### src/hw/rtl/gidl_pkg.sv
// shared types and constants of the gate indicator lamp decoder
`default_nettype none
package gidl_pkg;

    // history ring depth and number of agreeing error codes
    localparam int WINDOW = 128;
    localparam int VOTES  = 3;

    // derived widths
    localparam int WIN_W  = $clog2(WINDOW);
    localparam int CNT_W  = $clog2(WINDOW + 1);
    localparam int GPOS_W = $clog2(WINDOW + 128);
    localparam int VOTE_W = (VOTES > 1) ? $clog2(VOTES) : 1;

    // configuration port
    localparam int CFG_W     = 7;
    localparam int CFG_IDX_W = 3;

    typedef enum logic [CFG_IDX_W-1:0] {
        CFG_SILENCE_MIN   = 3'd0,
        CFG_ERROR_OFFSET  = 3'd1,
        CFG_ERROR_PERIOD  = 3'd2,
        CFG_MOTION_OFFSET = 3'd3,
        CFG_MOTION_PERIOD = 3'd4
    } t_cfg_idx;

    localparam logic [CFG_W-1:0] RST_SILENCE_MIN   = 7'd30;
    localparam logic [CFG_W-1:0] RST_ERROR_OFFSET  = 7'd5;
    localparam logic [CFG_W-1:0] RST_ERROR_PERIOD  = 7'd10;
    localparam logic [CFG_W-1:0] RST_MOTION_OFFSET = 7'd3;
    localparam logic [CFG_W-1:0] RST_MOTION_PERIOD = 7'd6;

    // bit counts of the gathered patterns
    localparam int MOTION_BITS = 8;
    localparam int ERROR_BITS  = 16;

    // lamp patterns
    localparam logic [7:0]  PAT_OPEN_A  = 8'h33;
    localparam logic [7:0]  PAT_OPEN_B  = 8'hCC;
    localparam logic [7:0]  PAT_CLOSE_A = 8'hAA;
    localparam logic [7:0]  PAT_CLOSE_B = 8'h55;
    localparam logic [15:0] CODE_MAINS   = 16'h0005;
    localparam logic [15:0] CODE_BATTERY = 16'h0015;

    // input commands
    localparam logic CMD_SAMPLE   = 1'b0;
    localparam logic CMD_EVALUATE = 1'b1;

    // reported gate state
    typedef enum logic [2:0] {
        GS_UNKNOWN = 3'd0,
        GS_OPEN    = 3'd1,
        GS_CLOSED  = 3'd2,
        GS_OPENING = 3'd3,
        GS_CLOSING = 3'd4,
        GS_MAINS   = 3'd5,
        GS_BATTERY = 3'd6
    } t_gate_state;

    // sequencer states
    typedef enum logic [2:0] {
        ST_IDLE,
        ST_PSCAN,
        ST_MGATH,
        ST_ESCAN,
        ST_EGATH,
        ST_VOTE,
        ST_DONE
    } t_seq_state;

endpackage
`default_nettype wire

### src/hw/rtl/gidl_ifs.sv
// request channels of the gate indicator lamp decoder
`default_nettype none
interface gidl_in_if;
    logic valid;
    logic ready;
    logic command;
    logic lamp_on;

    modport source (output valid, output command, output lamp_on, input ready);
    modport sink   (input valid, input command, input lamp_on, output ready);
endinterface

interface gidl_out_if;
    logic       valid;
    logic       ready;
    logic [2:0] gate_state;
    logic       state_changed;

    modport source (output valid, output gate_state, output state_changed, input ready);
    modport sink   (input valid, input gate_state, input state_changed, output ready);
endinterface
`default_nettype wire

### src/hw/rtl/gate_indicator_light_decoder_core.sv
// Gate indicator lamp decoder: one result per request. A sample request
// stores one lamp bit in a 128-entry history memory. An evaluate request
// walks the history through the memory's single read port, one bit per
// cycle: a transition scan, a motion gather, then, if no motion pattern
// matched, a silence scan and an error gather, plus a vote and a
// completion state. Each result waits in an output register, and the next
// request is taken as soon as the sequencer is back in idle. Reset clears
// the history at once through per-entry valid bits. Configuration is to
// be written by the user only while no request is in progress; the block
// itself does not enforce it.
`default_nettype none
module gate_indicator_light_decoder_core (
    input  wire logic                              i_clk,
    input  wire logic                              i_rst_n,
    gidl_in_if.sink                                i_in,
    gidl_out_if.source                             o_out,
    input  wire logic                              i_cfg_we,
    input  wire logic [gidl_pkg::CFG_IDX_W-1:0]    i_cfg_idx,
    input  wire logic [gidl_pkg::CFG_W-1:0]        i_cfg_data
);

    localparam int WIN_W  = gidl_pkg::WIN_W;
    localparam int CNT_W  = gidl_pkg::CNT_W;
    localparam int GPOS_W = gidl_pkg::GPOS_W;
    localparam int VOTE_W = gidl_pkg::VOTE_W;
    localparam int CFG_W  = gidl_pkg::CFG_W;

    // configuration registers
    logic [CFG_W-1:0] r_silence_min;
    logic [CFG_W-1:0] r_error_offset;
    logic [CFG_W-1:0] r_error_period;
    logic [CFG_W-1:0] r_motion_offset;
    logic [CFG_W-1:0] r_motion_period;

    // sequencer and datapath
    gidl_pkg::t_seq_state  r_state, n_state;
    gidl_pkg::t_gate_state r_cur;
    gidl_pkg::t_gate_state r_next, n_next;
    gidl_pkg::t_gate_state r_err, n_err;
    logic [WIN_W-1:0]  r_wslot;
    logic [CNT_W-1:0]  r_cnt, n_cnt;
    logic              r_first, n_first;
    logic [CNT_W-1:0]  r_zeros, n_zeros;
    logic [GPOS_W-1:0] r_gpos, n_gpos;
    logic [4:0]        r_gb, n_gb;
    logic [15:0]       r_acc, n_acc;

    // history memory and its read pipe
    logic              r_mem [gidl_pkg::WINDOW];
    logic              r_vld [gidl_pkg::WINDOW];
    logic              r_rd_go;
    logic              r_rd_data;
    logic [CNT_W-1:0]  r_rd_pos;
    logic [3:0]        r_rd_bit;
    logic              rd_req;
    logic [GPOS_W-1:0] rd_pos;
    logic [WIN_W-1:0]  rd_addr;

    // vote ring
    gidl_pkg::t_gate_state r_votes [gidl_pkg::VOTES];
    logic [VOTE_W-1:0]     r_eslot;
    logic                  vote_wr;
    logic                  vote_all;

    // output register
    logic        r_out_valid;
    logic [2:0]  r_out_state;
    logic        r_out_chg;
    logic        out_load;
    logic        out_free;

    // handshakes
    logic in_accept;
    logic wr_en;

    // shared gather unit control
    logic [4:0]       g_nbits;
    logic [CFG_W-1:0] g_period;
    logic             g_req;
    logic             g_done;

    assign i_in.ready = (r_state == gidl_pkg::ST_IDLE);
    assign in_accept  = i_in.valid && i_in.ready;
    assign wr_en      = in_accept && (i_in.command == gidl_pkg::CMD_SAMPLE);
    assign out_free   = !r_out_valid || o_out.ready;

    assign o_out.valid         = r_out_valid;
    assign o_out.gate_state    = r_out_state;
    assign o_out.state_changed = r_out_chg;

    // configuration writes
    always_ff @(posedge i_clk) begin
        if (!i_rst_n) begin
            r_silence_min   <= gidl_pkg::RST_SILENCE_MIN;
            r_error_offset  <= gidl_pkg::RST_ERROR_OFFSET;
            r_error_period  <= gidl_pkg::RST_ERROR_PERIOD;
            r_motion_offset <= gidl_pkg::RST_MOTION_OFFSET;
            r_motion_period <= gidl_pkg::RST_MOTION_PERIOD;
        end else if (i_cfg_we) begin
            unique case (gidl_pkg::t_cfg_idx'(i_cfg_idx))
                gidl_pkg::CFG_SILENCE_MIN:   r_silence_min   <= i_cfg_data;
                gidl_pkg::CFG_ERROR_OFFSET:  r_error_offset  <= i_cfg_data;
                gidl_pkg::CFG_ERROR_PERIOD:  r_error_period  <= i_cfg_data;
                gidl_pkg::CFG_MOTION_OFFSET: r_motion_offset <= i_cfg_data;
                gidl_pkg::CFG_MOTION_PERIOD: r_motion_period <= i_cfg_data;
                default: ;
            endcase
        end
    end

    // history memory: write on samples, registered read while evaluating
    assign rd_addr = r_wslot + rd_pos[WIN_W-1:0];

    always_ff @(posedge i_clk) begin
        if (wr_en) begin
            r_mem[r_wslot] <= i_in.lamp_on;
        end
        r_rd_data <= r_mem[rd_addr] & r_vld[rd_addr];
        r_rd_pos  <= CNT_W'(rd_pos);
        r_rd_bit  <= r_gb[3:0];
    end

    // valid bits stand for the dark reset contents
    always_ff @(posedge i_clk) begin
        if (!i_rst_n) begin
            for (int i = 0; i < gidl_pkg::WINDOW; i++) begin
                r_vld[i] <= 1'b0;
            end
        end else if (wr_en) begin
            r_vld[r_wslot] <= 1'b1;
        end
    end

    // write slot and read pipe flag
    always_ff @(posedge i_clk) begin
        if (!i_rst_n) begin
            r_wslot <= '0;
            r_rd_go <= 1'b0;
        end else begin
            if (wr_en) begin
                r_wslot <= r_wslot + WIN_W'(1);
            end
            r_rd_go <= rd_req;
        end
    end

    // vote ring update
    always_ff @(posedge i_clk) begin
        if (!i_rst_n) begin
            for (int i = 0; i < gidl_pkg::VOTES; i++) begin
                r_votes[i] <= gidl_pkg::GS_UNKNOWN;
            end
            r_eslot <= '0;
        end else if (vote_wr) begin
            r_votes[r_eslot] <= n_err;
            if (r_eslot == VOTE_W'(gidl_pkg::VOTES - 1)) begin
                r_eslot <= '0;
            end else begin
                r_eslot <= r_eslot + VOTE_W'(1);
            end
        end
    end

    // all votes agree with the latest code
    always_comb begin
        vote_all = 1'b1;
        for (int i = 0; i < gidl_pkg::VOTES; i++) begin
            if (r_votes[i] != r_err) begin
                vote_all = 1'b0;
            end
        end
    end

    // gather unit: one bit position per cycle, stops past the newest sample
    always_comb begin
        if (r_state == gidl_pkg::ST_EGATH) begin
            g_nbits  = 5'(gidl_pkg::ERROR_BITS);
            g_period = r_error_period;
        end else begin
            g_nbits  = 5'(gidl_pkg::MOTION_BITS);
            g_period = r_motion_period;
        end
        g_req  = (r_gb < g_nbits) && (r_gpos < GPOS_W'(gidl_pkg::WINDOW));
        g_done = !g_req && !r_rd_go;
    end

    // state register and datapath registers
    always_ff @(posedge i_clk) begin
        if (!i_rst_n) begin
            r_state <= gidl_pkg::ST_IDLE;
            r_cur   <= gidl_pkg::GS_UNKNOWN;
        end else begin
            r_state <= n_state;
            if (out_load) begin
                r_cur <= r_next;
            end
        end
    end

    always_ff @(posedge i_clk) begin
        r_next  <= n_next;
        r_err   <= n_err;
        r_cnt   <= n_cnt;
        r_first <= n_first;
        r_zeros <= n_zeros;
        r_gpos  <= n_gpos;
        r_gb    <= n_gb;
        r_acc   <= n_acc;
    end

    // output register
    always_ff @(posedge i_clk) begin
        if (!i_rst_n) begin
            r_out_valid <= 1'b0;
        end else if (out_load) begin
            r_out_valid <= 1'b1;
        end else if (o_out.ready) begin
            r_out_valid <= 1'b0;
        end
    end

    always_ff @(posedge i_clk) begin
        if (out_load) begin
            r_out_state <= r_next;
            r_out_chg   <= (r_next != r_cur);
        end
    end

    // sequencer next state and datapath
    always_comb begin
        n_state  = r_state;
        n_next   = r_next;
        n_err    = r_err;
        n_cnt    = r_cnt;
        n_first  = r_first;
        n_zeros  = r_zeros;
        n_gpos   = r_gpos;
        n_gb     = r_gb;
        n_acc    = r_acc;
        rd_req   = 1'b0;
        rd_pos   = GPOS_W'(r_cnt);
        vote_wr  = 1'b0;
        out_load = 1'b0;

        unique case (r_state)
            gidl_pkg::ST_IDLE: begin
                if (in_accept) begin
                    n_next = r_cur;
                    if (i_in.command == gidl_pkg::CMD_SAMPLE) begin
                        if (r_cur == gidl_pkg::GS_OPEN && !i_in.lamp_on) begin
                            n_next = gidl_pkg::GS_CLOSING;
                        end
                        if (r_cur == gidl_pkg::GS_CLOSED && i_in.lamp_on) begin
                            n_next = gidl_pkg::GS_OPENING;
                        end
                        n_state = gidl_pkg::ST_DONE;
                    end else begin
                        n_cnt   = '0;
                        n_state = gidl_pkg::ST_PSCAN;
                    end
                end
            end

            // find the first transition, oldest sample first
            gidl_pkg::ST_PSCAN: begin
                rd_req = (r_cnt < CNT_W'(gidl_pkg::WINDOW));
                if (r_rd_go) begin
                    if (r_rd_pos == '0) begin
                        n_first = r_rd_data;
                    end else if (r_rd_data != r_first) begin
                        rd_req  = 1'b0;
                        n_gpos  = GPOS_W'(r_rd_pos) + GPOS_W'(r_motion_offset);
                        n_gb    = '0;
                        n_acc   = '0;
                        n_state = gidl_pkg::ST_MGATH;
                    end else if (r_rd_pos == CNT_W'(gidl_pkg::WINDOW - 1)) begin
                        rd_req  = 1'b0;
                        n_next  = r_first ? gidl_pkg::GS_OPEN : gidl_pkg::GS_CLOSED;
                        n_state = gidl_pkg::ST_DONE;
                    end
                end
                if (rd_req) begin
                    n_cnt = r_cnt + CNT_W'(1);
                end
            end

            // motion pattern gather
            gidl_pkg::ST_MGATH: begin
                rd_req = g_req;
                rd_pos = r_gpos;
                if (g_req) begin
                    n_gpos = r_gpos + GPOS_W'(g_period);
                    n_gb   = r_gb + 5'd1;
                end
                if (r_rd_go) begin
                    n_acc = r_acc | (16'(r_rd_data) << r_rd_bit);
                end
                if (g_done) begin
                    if (r_acc[7:0] == gidl_pkg::PAT_OPEN_A
                            || r_acc[7:0] == gidl_pkg::PAT_OPEN_B) begin
                        n_next  = gidl_pkg::GS_OPENING;
                        n_state = gidl_pkg::ST_DONE;
                    end else if (r_acc[7:0] == gidl_pkg::PAT_CLOSE_A
                            || r_acc[7:0] == gidl_pkg::PAT_CLOSE_B) begin
                        n_next  = gidl_pkg::GS_CLOSING;
                        n_state = gidl_pkg::ST_DONE;
                    end else begin
                        n_cnt   = '0;
                        n_zeros = '0;
                        n_state = gidl_pkg::ST_ESCAN;
                    end
                end
            end

            // find the end of a long dark stretch
            gidl_pkg::ST_ESCAN: begin
                rd_req = (r_cnt < CNT_W'(gidl_pkg::WINDOW));
                if (r_rd_go) begin
                    if (!r_rd_data) begin
                        n_zeros = r_zeros + CNT_W'(1);
                    end else if (r_zeros >= CNT_W'(r_silence_min)) begin
                        rd_req = 1'b0;
                        if (r_rd_pos != '0) begin
                            n_gpos  = GPOS_W'(r_rd_pos) + GPOS_W'(r_error_offset);
                            n_gb    = '0;
                            n_acc   = '0;
                            n_state = gidl_pkg::ST_EGATH;
                        end else begin
                            n_state = gidl_pkg::ST_DONE;
                        end
                    end else begin
                        n_zeros = '0;
                    end
                    // newest sample seen without a silence end
                    if (n_state == gidl_pkg::ST_ESCAN
                            && r_rd_pos == CNT_W'(gidl_pkg::WINDOW - 1)) begin
                        n_state = gidl_pkg::ST_DONE;
                    end
                end
                if (rd_req) begin
                    n_cnt = r_cnt + CNT_W'(1);
                end
            end

            // error code gather
            gidl_pkg::ST_EGATH: begin
                rd_req = g_req;
                rd_pos = r_gpos;
                if (g_req) begin
                    n_gpos = r_gpos + GPOS_W'(g_period);
                    n_gb   = r_gb + 5'd1;
                end
                if (r_rd_go) begin
                    n_acc = r_acc | (16'(r_rd_data) << r_rd_bit);
                end
                if (g_done) begin
                    if (r_acc == gidl_pkg::CODE_MAINS) begin
                        n_err   = gidl_pkg::GS_MAINS;
                        vote_wr = 1'b1;
                        n_state = gidl_pkg::ST_VOTE;
                    end else if (r_acc == gidl_pkg::CODE_BATTERY) begin
                        n_err   = gidl_pkg::GS_BATTERY;
                        vote_wr = 1'b1;
                        n_state = gidl_pkg::ST_VOTE;
                    end else begin
                        n_state = gidl_pkg::ST_DONE;
                    end
                end
            end

            // report the code only when the whole ring agrees
            gidl_pkg::ST_VOTE: begin
                if (vote_all) begin
                    n_next = r_err;
                end
                n_state = gidl_pkg::ST_DONE;
            end

            // hand the result to the output register
            gidl_pkg::ST_DONE: begin
                if (out_free) begin
                    out_load = 1'b1;
                    n_state  = gidl_pkg::ST_IDLE;
                end
            end

            default: begin
                n_state = gidl_pkg::ST_IDLE;
            end
        endcase
    end

endmodule
`default_nettype wire
### src/flat_wrapper.sv
// flat-port wrapper written by rule: the top's interface ports become plain ports
module gate_indicator_light_decoder_core_flat 
  (i_clk, i_rst_n, i_cfg_we, i_cfg_idx, i_cfg_data, i_in_valid, i_in_command, i_in_lamp_on, i_in_ready, o_out_valid, o_out_gate_state, o_out_state_changed, o_out_ready);
  gidl_in_if i_in_i ();
  gidl_out_if o_out_i ();
  input  wire logic i_clk;
  input  wire logic i_rst_n;
  input  wire logic i_cfg_we;
  input  wire logic [gidl_pkg::CFG_IDX_W-1:0] i_cfg_idx;
  input  wire logic [gidl_pkg::CFG_W-1:0] i_cfg_data;
  input wire logic [$bits(i_in_i.valid)-1:0] i_in_valid;
  input wire logic [$bits(i_in_i.command)-1:0] i_in_command;
  input wire logic [$bits(i_in_i.lamp_on)-1:0] i_in_lamp_on;
  output wire logic [$bits(i_in_i.ready)-1:0] i_in_ready;
  output wire logic [$bits(o_out_i.valid)-1:0] o_out_valid;
  output wire logic [$bits(o_out_i.gate_state)-1:0] o_out_gate_state;
  output wire logic [$bits(o_out_i.state_changed)-1:0] o_out_state_changed;
  input wire logic [$bits(o_out_i.ready)-1:0] o_out_ready;
  assign i_in_i.valid = i_in_valid;
  assign i_in_i.command = i_in_command;
  assign i_in_i.lamp_on = i_in_lamp_on;
  assign i_in_ready = i_in_i.ready;
  assign o_out_valid = o_out_i.valid;
  assign o_out_gate_state = o_out_i.gate_state;
  assign o_out_state_changed = o_out_i.state_changed;
  assign o_out_i.ready = o_out_ready;
  gate_indicator_light_decoder_core u_core (.i_clk(i_clk), .i_rst_n(i_rst_n), .i_in(i_in_i), .o_out(o_out_i), .i_cfg_we(i_cfg_we), .i_cfg_idx(i_cfg_idx), .i_cfg_data(i_cfg_data));
endmodule
### config.mk
export PLATFORM = sky130hd
export DESIGN_NAME = gate_indicator_light_decoder_core_flat
export DESIGN_NICKNAME = d
export VERILOG_FILES = /design/src/hw/rtl/gidl_pkg.sv /design/src/hw/rtl/gidl_ifs.sv /design/src/hw/rtl/gate_indicator_light_decoder_core.sv /design/src/flat_wrapper.sv
export SDC_FILE = /design/constraint.sdc
export NUM_CORES = 1
export LEC_CHECK = 0
export BUFFER_PORTS_ARGS = -buffer_cell sky130_fd_sc_hd__clkbuf_2
export CORE_UTILIZATION = 50
export DETAILED_ROUTE_END_ITERATION = 10
export PLACE_DENSITY = 0.66
export SETUP_SLACK_MARGIN = 0.1
export SLEW_MARGIN = 0
export SYNTH_ARGS = -nofsm -noshare
export SYNTH_HDL_FRONTEND = slang
export SYNTH_SLANG_ARGS = --single-unit
### constraint.sdc
create_clock -name i_clk -period 4.5 [get_ports i_clk]
set_input_delay 0.225 -clock i_clk [delete_from_list [all_inputs] [get_ports i_clk]]
set_output_delay 0.225 -clock i_clk [all_outputs]
set_load 0.01 [all_outputs]
==> impl_metrics.yaml, run 1 <==
outcome:
  status: "finished, final reports clean"
cts:
  tritoncts: "built"
  post_cts_buffers: 0
  max-clock-path-buffers: 3
  root_buffer: "clkbuf_16"
  clk_latency_ns: 0.54
  path_clk_slew_ns: 0.06
  numCtsBuffers: 42
  hold_buffers: 3
  cts_resized: 0
  htree_levels: 2
  clock_sinks: 386
layout:
  drive_gt1_frac: 0.0802
  regArea_um2: 9630
  num_antenna_cells: 0
  synthToLayoutAreaGrowth_pct: 11.7
  nFillCells: 2801
  fin_nets: 1627
  fin_util: 0.568
  multi_input_area_um2: 6460
yosys:
  yosys.cell_count.top_type: "nor2_1"
  synth_edf_count: 190
  syn_avg_cell_area_um2: 10.5
  synth_fp_nets: 1616
  seq_area_frac_synth: 0.584
  netlist_area_um2: 16500
  ys_warn_count: 0
  yosysTopAreaCellShare: 0.346
  ys.flop_type: "dfxtp_1"
  async_flop_share: 0
  netlist_top_cells_count: "199 x nor2_1, 196 x dfxtp_1, 196 x nand2_1"
  synth_area_leaders: "edfxtp_1 35%, dfxtp_1 24%, o21a_1 6.0%, nor2_1 4.5%, nand2_1 4.5%"
  synth_top_area_cell: "edfxtp_1"
  syn_inst: 1564
  synth_seq_cells: 386
  ys_types: 65
timing:
  finalSetupTns_ns: 0
  hold-worst-slack_ns: 0.0252
  post-route-period-util: 0.903
  rsz0062_at_grt: "no"
  drv_slew: 0
  skew_ns: 0.0211
  tightest_slew_ns: 1.16
  final-hold-violation-count: 0
  relSlewSlack: 0.224
  max_freq_mhz: 246
  setup_violations: 0
  period_minus_slack_ns: 4.06
setup_path:
  crit_required_ns: 4.92
  max_stage_delay_ns: 1.16
  crit_fanout: 49
  cp_slowest_cell: "fa_4"
  worst_path_most_repeated_cell: "nand2_1"
  critical_path_class: "reg2reg"
  end_kind: "flop"
  path_cells: "xor2_1 -> nand2_1 -> nand2_1 -> nand2_1 -> ha_1 -> fa_4 -> o21ai_0 -> mux4_1 -> mux4_2 -> nor3_1 -> nor4_1"
  crit_start: "u_core.r_state[1]$_SDFFE_PN0P_"
  r2r_start: "u_core.r_state[1]$_SDFFE_PN0P_"
  startpoint_type: "flop"
  arrival_ns: 4.48
die:
  die_x_um: 184
  io-pin-count: 23
  dieArea_um2: 33700
  coreArea_um2: 32500
  row_count: 66
  die_h_um: 184
  start_util: 0.508
route:
  vias: 11600
  drt_iter0_drc: 740
  wl_per_cell_um: 17.9
  wl_um: 36700
  ant_nets: 0
  first_pass_iters: 5
  avgViaCountPerCell: 5.65
  drc: 0
placement:
  io_buffers: 22
  place.gp.congestion: 0.826
  place_hpwl_um: 23200
power:
  intPower_mw: 7.42
  p_leak_nw: 6.46
  net-switching-power_mw: 3.89
  ir_drop_mv: 0.401
  clkPwrFrac: 0.302
  sw_frac_of_total: 0.344
  seq_power_share: 0.398
  powerDensity_nw_per_um2: 614
  comb_power_share: 0.301
global_route:
  grt_max_degree: 108
  antenna_found_initial: 0
  gr-total-overflow: 0
  track_usage: 0.222
  grt_pass1_vias: 11200
  grt_pass1_wl_um: 59400
min_path:
  min_path_type: "in2reg"
  min_from: "i_cfg_data[0]"
flow_run:
  max_cap_viol_count: 0
## worst paths after layout
check / slack [ns] / endpoint / cells after the start
worst max-delay path: 0.44 / u_core.r_rd_data$_DFF_P_ / 11
worst min-delay path: 0.03 / u_core.r_error_period[0]$_SDFFE_PN0P_ / 3
worst max register to register: 0.44 / u_core.r_rd_data$_DFF_P_ / 11
worst min register to register: 0.42 / u_core.r_rd_bit[1]$_DFF_P_ / 0
## cell families (layout without fill, tap and decap cells)
kind of cell | after synthesis | in the layout | share of synthesized area
muxes | 37 | 37 | 0.0300
buffers and inverters | 99 | 143 | 0.0248
adders and majority gates | 35 | 35 | 0.0279
DFF | 386 | 386 | 0.584
xor gates and xnor gates | 44 | 44 | 0.0250
AOI/OAI and AO/OA | 353 | 353 | 0.141
and+or+nand+nor | 610 | 610 | 0.168
## flip-flops by register name, indices dropped and copies added (netlist names), 2 cells and up
| name | count |
|---|---|
| u_core.r_mem | 128 |
| u_core.r_vld | 128 |
| u_core.r_acc | 16 |
| u_core.r_votes | 9 |
| u_core.r_cnt | 8 |
| u_core.r_gpos | 8 |
| u_core.r_rd_pos | 8 |
| u_core.r_zeros | 8 |
| u_core.r_error_offset | 7 |
| u_core.r_error_period | 7 |
| u_core.r_motion_offset | 7 |
| u_core.r_motion_period | 7 |
| u_core.r_silence_min | 7 |
| u_core.r_wslot | 7 |
| u_core.r_gb | 5 |
| u_core.r_rd_bit | 4 |
| u_core.o_out.gate_state | 3 |
| u_core.r_cur | 3 |
| u_core.r_err | 3 |
| u_core.r_next | 3 |
| u_core.r_state | 3 |
| u_core.r_eslot | 2 |
## per-layer routing
metal / global-route usage / part of all wire / vias to the layer above / routed length [µm]
li1: - / - / 5599 / -
met1: 0.302 / 0.45 / 5688 / 16500
met2: 0.373 / 0.49 / 241 / 17900
met3: 0.0315 / 0.045 / 56 / 1650
met4: 0.0590 / 0.019 / 0 / 709
met5: 0 / 0 / - / 0
## critical path: cells and delay by family (launching register included)
family | cells | cell delay [ns]
adders and majority gates | 2 | 1.39
and+or+nand+nor | 5 | 0.63
DFF | 1 | 0.34
xor gates and xnor gates | 1 | 0.33
muxes | 2 | 1.06
AOI/OAI and AO/OA | 1 | 0.17
## cells in the final DEF, fill, tap and decap left out, drive strengths merged, types with 5 or more instances in the layout
master and count:
clkbuf 84, o21ai 86, nand2b 17, a21o 8, and3 10, mux2 14, buf 18, ha 32
mux2i 16, nor3b 8, nand4 8, o211ai 10, nor2b 24, xnor2 28, xor2 16, dfxtp 196
mux4 7, o21a 131, o22ai 20, a21boi 23, a31oi 12, nor3 11, nor4 5, and2 12
a21oi 43, clkinv 11, edfxtp 190, inv 25, nand2 196, nand3 97, nor2 199
## area by class of cell
class	count	share of cell area
clock buffers	64	0.0682
clock inverters	13	0.00761
inverters	25	0.00509
multi-input cells	1079	0.351
flip-flops and latches	386	0.523
well taps	442	0.0300
repair buffers	41	0.0160
## power by group through the flow
| stage | logic [mW] | clock network [mW] | registers [mW] |
|---|---|---|---|
| floorplan | 2.48 | 0 | 4.46 |
| global route | 3.74 | 3.61 | 4.54 |
| CTS | 3.38 | 3.48 | 4.49 |
| global placement | 3.30 | 0 | 4.56 |
| detailed placement | 3.35 | 0 | 4.57 |
| finish | 3.40 | 3.41 | 4.50 |
## per-stage QoR
step                      setup WS [ns]  std cells  total power [mW]  cell area (µm²)
after floorplan                   0.739       1564              6.94            16500
after global placement            0.539       1970              7.85            17000
after detailed placement          0.446       1970              7.91            17000
after CTS                         0.440       2050              11.4            18400
after global routing              0.165       2050              11.9            18400
final                             0.438       2050              11.3            18400
Power figures use the tool's default switching activity.
==> inputs of run 2 (changes only) <==
CELL_PAD_IN_SITES_DETAIL_PLACEMENT = 1   (was not set)
CELL_PAD_IN_SITES_GLOBAL_PLACEMENT = 2   (was not set)
CORE_UTILIZATION = 42   (was 50)
PLACE_DENSITY = not set   (was 0.66)
PLACE_DENSITY_LB_ADDON = 0.1   (was not set)
SLEW_MARGIN = 20   (was 0)
TNS_END_PERCENT = 30   (was not set)
==> run 2 against run 1 <==
- total power rose by 2.9%
- non-clock buffer count rose by 7
- combinational power rose by 5.9%
- critical path type unchanged
- critical endpoint unchanged
- global-route usage fell by 0.74 points
==> impl_metrics.yaml, run 2 (same netlist as run 1, synthesis figures left out) <==
timing:
  hold-worst-slack_ns: 0.0255
  fin_ws_ns: 0.481
  rsz0062_at_grt: "no"
  drv_slew: 0
  max_freq_mhz: 249
  finalSetupTns_ns: 0
  tightest_slew_ns: 1.07
  post-route-period-util: 0.893
  period_minus_slack_ns: 4.02
  final-hold-violation-count: 0
  relSlewSlack: 0.282
  skew_ns: 0.0230
  setup_violations: 0
setup_path:
  arrival_ns: 4.48
  critical_path_class: "reg2reg"
  end_kind: "flop"
  startpoint_type: "flop"
  crit_fanout: 27
  crit_required_ns: 4.96
placement:
  dp_slack_ns: 0.378
  placed_area_um2: 17100
  io_buffers: 22
  place.gp.congestion: 0.777
  place_hpwl_um: 26900
layout:
  drive_gt1_frac: 0.0866
  final_common_cell: "nor2_1"
  nFillCells: 4165
  stdcell_area_um2: 18600
  final_cell_mix: "199 x nor2_1, 196 x dfxtp_1, 195 x nand2_1"
  largestRegisters: "u_core.r_mem (128), u_core.r_vld (128), u_core.r_acc (16)"
  multi_input_area_um2: 6460
  fin_nets: 1635
  synthToLayoutAreaGrowth_pct: 12.9
  regArea_um2: 9630
cts:
  tritoncts: "built"
  root_buffer: "clkbuf_16"
  clk_latency_ns: 0.57
  max-clock-path-buffers: 3
  cts_resized: 0
  numCtsBuffers: 43
  clock_sinks: 386
  path_clk_slew_ns: 0.06
  htree_levels: 2
global_route:
  grt_max_degree: 120
  antenna_found_initial: 0
  grt_pass1_vias: 12200
  grt_pass1_wl_um: 68000
  track_usage: 0.215
  gr-total-overflow: 0
die:
  die_x_um: 200
  coreArea_um2: 38600
  start_util: 0.427
  dieArea_um2: 40100
  io-pin-count: 23
  die_h_um: 200
  row_count: 72
route:
  vias: 11600
  drt_iter0_drc: 482
  ant_nets: 0
  first_pass_iters: 4
  drc: 0
  wl_um: 42400
  avgViaCountPerCell: 5.44
  wl_per_cell_um: 19.8
min_path:
  min_path_type: "in2reg"
power:
  powerDensity_nw_per_um2: 625
  p_leak_nw: 6.51
  ir_drop_mv: 0.406
flow_run:
  max_cap_viol_count: 0
outcome:
  status: "finished, final reports clean"
[run 2: cell count changes in the layout (fill, tap and decap cells not counted), sizes merged]
cell and delta:
bufinv +2, clkbuf -4, inv +2, dlygate4sd3 +2
diode +1, clkinv +2, buf +5
[run 2: final cells by class]
cell class,count,share of cell area
Tap cell,518,0.0348
Sequential cell,386,0.517
Clock inverter,19,0.0110
Clock buffer,60,0.0650
Multi-Input combinational cell,1079,0.347
Inverter,25,0.00504
Timing Repair Buffer,48,0.0196
Antenna cell,1,0.000134
[run 2: path summary, 6_finish.rpt]
path | slack, ns | depth (start not counted) | from | end
setup / recovery | 0.48 | 13 | u_core.r_state[1]$_SDFFE_PN0P_ | u_core.r_rd_data$_DFF_P_
hold reg to reg | 0.42 | 0 | u_core.r_gb[1]$_SDFFCE_PP0P_ | u_core.r_rd_bit[1]$_DFF_P_
hold / removal | 0.03 | 3 | i_cfg_data[3] | u_core.r_motion_period[3]$_SDFFE_PN0P_
setup reg to reg | 0.48 | 13 | u_core.r_state[1]$_SDFFE_PN0P_ | u_core.r_rd_data$_DFF_P_
[run 2: stage by stage]
stage	cells	utilization	total power, mW
floorplan	1564	-	6.94
global placement	2050	0.443	8.06
detailed placement	2050	0.443	8.14
CTS	2134	0.481	11.7
global route	2135	0.482	12.3
finish	2136	0.482	11.6
[run 2: timing repair]
item                                    4_1_cts  5_1_grt
hold buffers                                  5        0
hold endpoints to repair                     22        0
buffers inserted                              0        1
endpoints found under the setup margin        0        1
[run 2: critical path, cell delays in order, from the launching register on]
cell and delay [ns]:
dfxtp_1 0.35, xor2_1 0.34, and2_1 0.22, buf_4 0.21
nand2_1 0.08, nand2_1 0.13, fa_4 0.79, buf_12 0.25
nand3_1 0.09, o21ai_0 0.09, mux4_1 0.54, mux4_2 0.55
nor3_1 0.17, nor4_1 0.08
[run 2: metal layers]
layer | GRT usage | share of wire
met1 | 0.280 | 0.46
met2 | 0.368 | 0.49
met3 | 0.0363 | 0.028
met4 | 0.0585 | 0.021
met5 | 0 | 0
[run 2: power by group]
part / total, mW / leakage, nW / switching [mW] / internal (mW)
sequential: 4.50 / 3.33 / 0.326 / 4.18
clock: 3.54 / 0.704 / 1.43 / 2.11
combinational: 3.60 / 2.47 / 2.37 / 1.23
